## src/hdl/hcbd_pkg.sv

```systemverilog
`timescale 1ns / 1ps
`default_nettype none

package hcbd_pkg;

  typedef enum logic [2:0] {
    PH_DIGITS = 3'd0,
    PH_REST   = 3'd1,
    PH_OVF    = 3'd2,
    PH_DATA   = 3'd3,
    PH_DCR    = 3'd4,
    PH_DLF    = 3'd5
  } phase_e;

  typedef enum logic [2:0] {
    ST_RUN   = 3'd0,
    ST_DONE  = 3'd1,
    ST_HDR   = 3'd2,
    ST_SIZE  = 3'd3,
    ST_CHUNK = 3'd4,
    ST_BIG   = 3'd5
  } status_e;

  // One decoded word as it leaves the decoder core
  typedef struct packed {
    status_e    status;
    logic       out_valid;
    logic [7:0] out_byte;
  } res_t;

  localparam logic [7:0]  CHAR_CR        = 8'h0D;
  localparam logic [7:0]  CHAR_LF        = 8'h0A;
  localparam logic [31:0] MAX_BODY_RESET = 32'd4194304;

  // Bit 4 flags a hex digit, bits 3:0 hold its value
  function automatic logic [4:0] hex_digit(input logic [7:0] b);
    logic [4:0] r;
    r = 5'd0;
    if (b >= 8'h30 && b <= 8'h39) begin
      r = {1'b1, 4'(b - 8'h30)};
    end else if (b >= 8'h61 && b <= 8'h66) begin
      r = {1'b1, 4'(b - 8'h57)};
    end else if (b >= 8'h41 && b <= 8'h46) begin
      r = {1'b1, 4'(b - 8'h37)};
    end
    return r;
  endfunction

endpackage

`default_nettype wire

```

## src/hdl/hcbd_core.sv

```systemverilog
`timescale 1ns / 1ps
`default_nettype none

module hcbd_core #(
  parameter int SIZE_BITS = 32
) (
  input  wire logic          clk_i,
  input  wire logic          rst_ni,
  input  wire logic          accept_i,
  input  wire logic [7:0]    in_byte_i,
  input  wire logic          start_i,
  input  wire logic          last_i,
  input  wire logic [31:0]   max_body_i,
  output hcbd_pkg::res_t     res_o
);

  localparam int CMP_W = (SIZE_BITS > 32) ? SIZE_BITS : 32;

  hcbd_pkg::phase_e       phase_q, phase_d, phase_c;
  hcbd_pkg::status_e      status_q, status_d, status_c;
  logic                   pcr_q, pcr_d, pcr_c;
  logic                   seen_q, seen_d, seen_c;
  logic [SIZE_BITS-1:0]   acc_q, acc_d, acc_c;
  logic [31:0]            rem_q, rem_d, rem_c;
  logic [31:0]            cnt_q, cnt_d, cnt_c;
  logic [4:0]             hex;
  logic [CMP_W-1:0]       acc_ext;
  logic [31:0]            headroom;

  // Start of body wipes the state before the word is handled
  always_comb begin
    phase_c  = phase_q;
    status_c = status_q;
    pcr_c    = pcr_q;
    seen_c   = seen_q;
    acc_c    = acc_q;
    rem_c    = rem_q;
    cnt_c    = cnt_q;
    if (start_i) begin
      phase_c  = hcbd_pkg::PH_DIGITS;
      status_c = hcbd_pkg::ST_RUN;
      pcr_c    = 1'b0;
      seen_c   = 1'b0;
      acc_c    = '0;
      rem_c    = '0;
      cnt_c    = '0;
    end
  end

  assign hex      = hcbd_pkg::hex_digit(in_byte_i);
  assign acc_ext  = CMP_W'(acc_c);
  assign headroom = max_body_i - cnt_c;

  // Next state
  always_comb begin
    phase_d  = phase_c;
    status_d = status_c;
    pcr_d    = pcr_c;
    seen_d   = seen_c;
    acc_d    = acc_c;
    rem_d    = rem_c;
    cnt_d    = cnt_c;
    if (status_c == hcbd_pkg::ST_RUN) begin
      unique case (phase_c) inside
        hcbd_pkg::PH_DIGITS, hcbd_pkg::PH_REST, hcbd_pkg::PH_OVF: begin
          if (in_byte_i == hcbd_pkg::CHAR_LF && pcr_c) begin
            if (!seen_c || phase_c == hcbd_pkg::PH_OVF) begin
              status_d = hcbd_pkg::ST_SIZE;
            end else if (acc_c == '0) begin
              status_d = hcbd_pkg::ST_DONE;
            end else if (cnt_c > max_body_i || acc_ext > CMP_W'(headroom)) begin
              status_d = hcbd_pkg::ST_BIG;
            end else begin
              rem_d   = acc_ext[31:0];
              phase_d = hcbd_pkg::PH_DATA;
            end
          end else begin
            pcr_d = (in_byte_i == hcbd_pkg::CHAR_CR);
            if (phase_c == hcbd_pkg::PH_DIGITS) begin
              if (!hex[4]) begin
                phase_d = hcbd_pkg::PH_REST;
              end else begin
                seen_d = 1'b1;
                // another digit overflows once the top nibble is in use
                if (|acc_c[SIZE_BITS-1 -: 4]) begin
                  phase_d = hcbd_pkg::PH_OVF;
                end else begin
                  acc_d = {acc_c[SIZE_BITS-5:0], hex[3:0]};
                end
              end
            end
          end
        end
        hcbd_pkg::PH_DATA: begin
          cnt_d = cnt_c + 32'd1;
          rem_d = rem_c - 32'd1;
          if (rem_c == 32'd1) begin
            phase_d = hcbd_pkg::PH_DCR;
          end
        end
        hcbd_pkg::PH_DCR: begin
          if (in_byte_i == hcbd_pkg::CHAR_CR) begin
            phase_d = hcbd_pkg::PH_DLF;
          end else begin
            status_d = hcbd_pkg::ST_CHUNK;
          end
        end
        hcbd_pkg::PH_DLF: begin
          if (in_byte_i == hcbd_pkg::CHAR_LF) begin
            phase_d = hcbd_pkg::PH_DIGITS;
            pcr_d   = 1'b0;
            seen_d  = 1'b0;
            acc_d   = '0;
          end else begin
            status_d = hcbd_pkg::ST_CHUNK;
          end
        end
        default: ;
      endcase
      if (last_i && status_d == hcbd_pkg::ST_RUN) begin
        if (phase_d == hcbd_pkg::PH_DIGITS || phase_d == hcbd_pkg::PH_REST ||
            phase_d == hcbd_pkg::PH_OVF) begin
          status_d = hcbd_pkg::ST_HDR;
        end else begin
          status_d = hcbd_pkg::ST_CHUNK;
        end
      end
    end
  end

  // Result word
  always_comb begin
    res_o.status    = status_d;
    res_o.out_valid = (status_c == hcbd_pkg::ST_RUN) && (phase_c == hcbd_pkg::PH_DATA);
    res_o.out_byte  = res_o.out_valid ? in_byte_i : 8'd0;
  end

  always_ff @(posedge clk_i or negedge rst_ni) begin
    if (!rst_ni) begin
      phase_q  <= hcbd_pkg::PH_DIGITS;
      status_q <= hcbd_pkg::ST_RUN;
      pcr_q    <= 1'b0;
      seen_q   <= 1'b0;
      acc_q    <= '0;
      rem_q    <= '0;
      cnt_q    <= '0;
    end else if (accept_i) begin
      phase_q  <= phase_d;
      status_q <= status_d;
      pcr_q    <= pcr_d;
      seen_q   <= seen_d;
      acc_q    <= acc_d;
      rem_q    <= rem_d;
      cnt_q    <= cnt_d;
    end
  end

endmodule

`default_nettype wire

```

## src/hdl/http_chunked_body_decoder_top.sv

```systemverilog
`timescale 1ns / 1ps
`default_nettype none

// Channel   Direction  Payload
// s_axis    in         tdata[7:0] in_byte, tuser start_of_body, tlast end_of_input
// m_axis    out        tdata[7:0] out_byte, tuser[0] out_valid, tuser[3:1] status
// apb       in         register 0 at 0x0: max_body_bytes (32 bit)
//
// One word per clock unless the output stalls; each input word yields one output word.
// The state update and the result sit between the input handshake and one output register.
// A word is taken whenever the output register is empty or drained in the same cycle.
// Reset clears the decoder state and sets max_body_bytes to 4194304.
module http_chunked_body_decoder_top #(
  parameter int SIZE_BITS = 32
) (
  input  wire logic        clk_i,
  input  wire logic        rst_ni,
  input  wire logic        s_axis_tvalid,
  output logic             s_axis_tready,
  input  wire logic [7:0]  s_axis_tdata,   // in_byte
  input  wire logic        s_axis_tuser,   // start_of_body
  input  wire logic        s_axis_tlast,   // end_of_input
  output logic             m_axis_tvalid,
  input  wire logic        m_axis_tready,
  output logic [7:0]       m_axis_tdata,   // out_byte
  output logic [3:0]       m_axis_tuser,   // out_valid, status[2:0]
  input  wire logic        psel,
  input  wire logic        penable,
  input  wire logic        pwrite,
  input  wire logic [2:0]  paddr,
  input  wire logic [31:0] pwdata,
  output logic [31:0]      prdata,
  output logic             pready
);

  localparam logic [2:0] ADDR_MAX_BODY = 3'd0;

  logic           accept;
  logic [31:0]    max_body_q;
  logic           ovalid_q;
  hcbd_pkg::res_t res, res_q;

  assign pready        = 1'b1;
  assign s_axis_tready = !ovalid_q || m_axis_tready;
  assign accept        = s_axis_tvalid && s_axis_tready;

  always_ff @(posedge clk_i or negedge rst_ni) begin
    if (!rst_ni) begin
      max_body_q <= hcbd_pkg::MAX_BODY_RESET;
    end else if (psel && penable && pwrite && pready && paddr == ADDR_MAX_BODY) begin
      max_body_q <= pwdata;
    end
  end

  assign prdata = (paddr == ADDR_MAX_BODY) ? max_body_q : 32'd0;

  hcbd_core #(
    .SIZE_BITS(SIZE_BITS)
  ) u_core (
    .clk_i      (clk_i),
    .rst_ni     (rst_ni),
    .accept_i   (accept),
    .in_byte_i  (s_axis_tdata),
    .start_i    (s_axis_tuser),
    .last_i     (s_axis_tlast),
    .max_body_i (max_body_q),
    .res_o      (res)
  );

  // Hold the word until the sink takes it
  always_ff @(posedge clk_i or negedge rst_ni) begin
    if (!rst_ni) begin
      ovalid_q <= 1'b0;
    end else if (accept) begin
      ovalid_q <= 1'b1;
    end else if (m_axis_tready) begin
      ovalid_q <= 1'b0;
    end
  end

  always_ff @(posedge clk_i) begin
    if (accept) begin
      res_q <= res;
    end
  end

  assign m_axis_tvalid = ovalid_q;
  assign m_axis_tdata  = res_q.out_byte;
  assign m_axis_tuser  = {res_q.status, res_q.out_valid};

endmodule

`default_nettype wire

```

## config.mk

```make
export PLATFORM = sky130hd
export DESIGN_NAME = http_chunked_body_decoder_top
export DESIGN_NICKNAME = d
export VERILOG_FILES = /design/src/hdl/hcbd_pkg.sv /design/src/hdl/hcbd_core.sv /design/src/hdl/http_chunked_body_decoder_top.sv
export SDC_FILE = /design/constraint.sdc
export NUM_CORES = 1
export LEC_CHECK = 0
export BUFFER_PORTS_ARGS = -buffer_cell sky130_fd_sc_hd__clkbuf_2
export CAP_MARGIN = 20
export CORE_MARGIN = 1
export CORE_UTILIZATION = 61
export CTS_CLUSTER_SIZE = 24
export DETAILED_ROUTE_END_ITERATION = 10
export PLACE_DENSITY = 0.83
export SKIP_LAST_GASP = 1
export SYNTH_ARGS = -nofsm -noshare
export SYNTH_HDL_FRONTEND = slang
export SYNTH_SLANG_ARGS = --single-unit
```

## constraint.sdc

```tcl
create_clock -name clk_i -period 5.8 [get_ports clk_i]
set_input_delay 0.87 -clock clk_i [delete_from_list [all_inputs] [get_ports clk_i]]
set_output_delay 0.87 -clock clk_i [all_outputs]
set_load 0.03 [all_outputs]
```

==> run metrics <==
Fin. Hold Viols=0; Total Neg Setup Slack=0 ps; Critical-path top delay cell=or3_1; CP Data Required Time=6130 ps; antenna violations before repair=0; Tot Pwr=4.79 mW; leakage power=5.65 nW; actual slew at the worst max-slew pin=1100 ps; net switching share of the total power=42.3%; Core ar.=18,000 um2; post-DP HPWL=23.1 mm; Sw Pwr=2.03 mW; Ys Warns=0; CTS Sinks=149; Fmax achieved=178 MHz; share of post-route cells with drive strength above 1=17.8%; pwr dens=375 nW/um2; Final Routed Wirelength=32.5 mm; hold_ws=466 ps; initial core utilization=62.1%; Worst Setup End Kind=flop; First-pass DRT Iterations=7; CP bufs+invs=5; worst vdd ir=206 uV; GRT Total Usage=35.6%; CTS clk-pin slew, worst paths=60 ps; Max Slew Vio Count=0; ANT nets after route=0; DRC Markers=0; Slew Limit Headroom=26.2%; fin worst setup slack=185 ps; first-pass GRT wire length=52.0 mm; most frequent cells in the layout=nand2_1 (181), dfrtp_1 (136), nor2_1 (102); Port Buffer Count=97; Post-CTS Hold Buffers=0; Finish-stage setup viols=0; Max Fanout on Critical Path=6; final net count=1,549; CP Class=input port to flop; number of diodes=0; Layout fillers=1,372; die height=137 um; Final GP Congestion=0.929; most common cell after layout, fill and taps aside=nand2_1; crit path launch type=input port; GR Overflow Total=0; Root Buffer=clkbuf_16; Multi-input gate area=7070 um2; FP Rows=49; WL/cell=19.5 um; via count=10,992; Mapped Area=11,200 um2; Gate Count Post-Synth=1,317; register area share after synthesis=34.0%; Worst Path Arrival=5940 ps; CP dominant cell by count=buf_4; min Tclk post-route=5620 ps; EDFF count, synth=12; family with the most delay on the worst path=simple AND/OR/NAND/NOR gates; Layout area overhead=14.3%; flop and latch count out of synthesis=149; Post-synth ARST share=91.9%; max-cap violation count=0; H-Tree Depth=4; I/O Pins=99; Iteration-0 DRC Markers=1,324; Die X=137 um; CP max stage delay=440 ps; CTS tree=yes; worst-case clock buffer depth=2; Reg power frac=31.2%; CTS Buf Count=17; Syn Nets=1,441; clock share of power=23.4%; vias in the first global route=10,273; largest net degree at the start of global routing=82; Worst Skew=10.2 ps; post-synthesis cell type count=91; Clk Latency, worst-skew pair=440 ps; status=finished, final reports clean; die area=18,800 um2; Combinational Power Share=45.4%; Primary FF master, synth=dfrtp_1; Post-Place Worst Slack=-198 ps; Min-Delay Path Class=input port to asynchronous set/reset pin; Reg area=3790 um2; Final period util=96.8%; post-DR vias/cell=6.60; P_int=2.76 mW; Avg Cell Area, Syn=8.47 um2
-- Yosys cell counts, types with 4 or more instances --
| cell | instances | area [um2] |
|---|---|---|
| a211oi_1 | 9 | 67.6 |
| a21o_1 | 31 | 233 |
| a21oi_1 | 95 | 475 |
| a221o_1 | 10 | 100 |
| a22o_1 | 5 | 43.8 |
| a22oi_1 | 21 | 158 |
| a31oi_1 | 20 | 125 |
| and2_1 | 34 | 213 |
| and3_1 | 13 | 81.3 |
| buf_1 | 9 | 33.8 |
| buf_2 | 8 | 40.0 |
| buf_6 | 4 | 45.0 |
| clkbuf_1 | 42 | 158 |
| dfrtp_1 | 136 | 3400 |
| edfxtp_1 | 12 | 360 |
| ha_1 | 71 | 888 |
| inv_1 | 26 | 97.6 |
| mux2_2 | 31 | 349 |
| mux2i_1 | 14 | 140 |
| nand2_1 | 181 | 679 |
| nand2b_1 | 15 | 93.8 |
| nand3_1 | 29 | 145 |
| nand4_1 | 16 | 100 |
| nor2_1 | 103 | 387 |
| nor2b_1 | 46 | 288 |
| nor3_1 | 31 | 155 |
| nor4_1 | 14 | 87.6 |
| o211ai_1 | 6 | 45.0 |
| o21a_1 | 7 | 52.6 |
| o21ai_0 | 90 | 450 |
| o21ai_1 | 9 | 45.0 |
| o21bai_1 | 9 | 67.6 |
| o221ai_1 | 4 | 35.0 |
| o22ai_1 | 7 | 43.8 |
| o311ai_0 | 8 | 70.1 |
| o31ai_1 | 5 | 37.5 |
| or2_2 | 5 | 31.3 |
| or3_1 | 6 | 37.5 |
| or4_1 | 4 | 30.0 |
| xnor2_1 | 31 | 272 |
| xor2_1 | 28 | 245 |
-- logic make-up after synthesis --
kind of cell	synth area share [%]
DFF	34.0
AOI/OAI and AO/OA	22.5
muxes	4.48
buffers and inverters	3.52
and+or+nand+nor	22.7
adders and majority gates	8.14
other	0.0336
xor gates and xnor gates	4.63
-- registers in the layout, indices dropped and copies added (netlist names) --
name / flops
m_axis_tdata: 8
u_core.status_q: 3
u_core.phase_q: 3
u_core.pcr_q: 1
u_core.seen_q: 1
m_axis_tuser: 4
m_axis_tvalid: 1
u_core.cnt_q: 32
u_core.rem_q: 32
max_body_q: 32
u_core.acc_q: 32
-- area by class of cell --
| class | instances | share of cell area [%] |
|---|---|---|
| flip-flops and latches | 149 | 29.7 |
| clock buffers | 21 | 3.62 |
| repair buffers | 154 | 7.26 |
| inverters | 27 | 0.833 |
| multi-input cells | 1076 | 55.4 |
| clock inverters | 10 | 0.971 |
| well taps | 229 | 2.25 |
-- stage by stage --
step	instance area (um2)	utilization [%]	instances
detailed placement	12100	67.4	1632
finish	12800	71.0	1666
floorplan	11300	-	1317
global route	12800	71.0	1666
CTS	12700	70.7	1663
global placement	12100	67.4	1632
-- power by group through the flow --
stage	Combinational, mW	Sequential [mW]	Clock [mW]
floorplan	1.55	1.40	0
global placement	1.99	1.49	0
detailed placement	2.05	1.50	0
CTS	2.09	1.48	1.13
global route	2.36	1.52	1.17
finish	2.17	1.49	1.12
-- path summary, 6_finish.rpt --
path | from | endpoint | slack, ps | cells after the start
worst max-delay path | s_axis_tuser | u_core.rem_q[0] | 180 | 26
worst min-delay path | rst_ni | u_core.rem_q[21] | 470 | 1
worst max register to register | u_core.cnt_q[0] | u_core.rem_q[0] | 410 | 24
min in group clk_i | u_core.cnt_q[1] | u_core.cnt_q[1] | 500 | 1
max in group asynchronous | rst_ni | u_core.rem_q[0] | 4020 | 2
worst min register to register | u_core.cnt_q[1] | u_core.cnt_q[1] | 500 | 1
-- timing repair --
action,in CTS,in global routing
hold endpoints to repair,0,0
gates resized for setup,0,10
setup endpoints to repair,0,33
buffers inserted,0,3
-- routing by layer --
layer	up-vias	part of all wire [%]	track usage, %
met5	-	0	0
met4	0	4.4	15.8
met3	138	9.8	6.62
met2	718	46	57.2
met1	5139	39	46.8
li1	4997	-	-
Note: power is estimated with default switching activity, not from simulation.
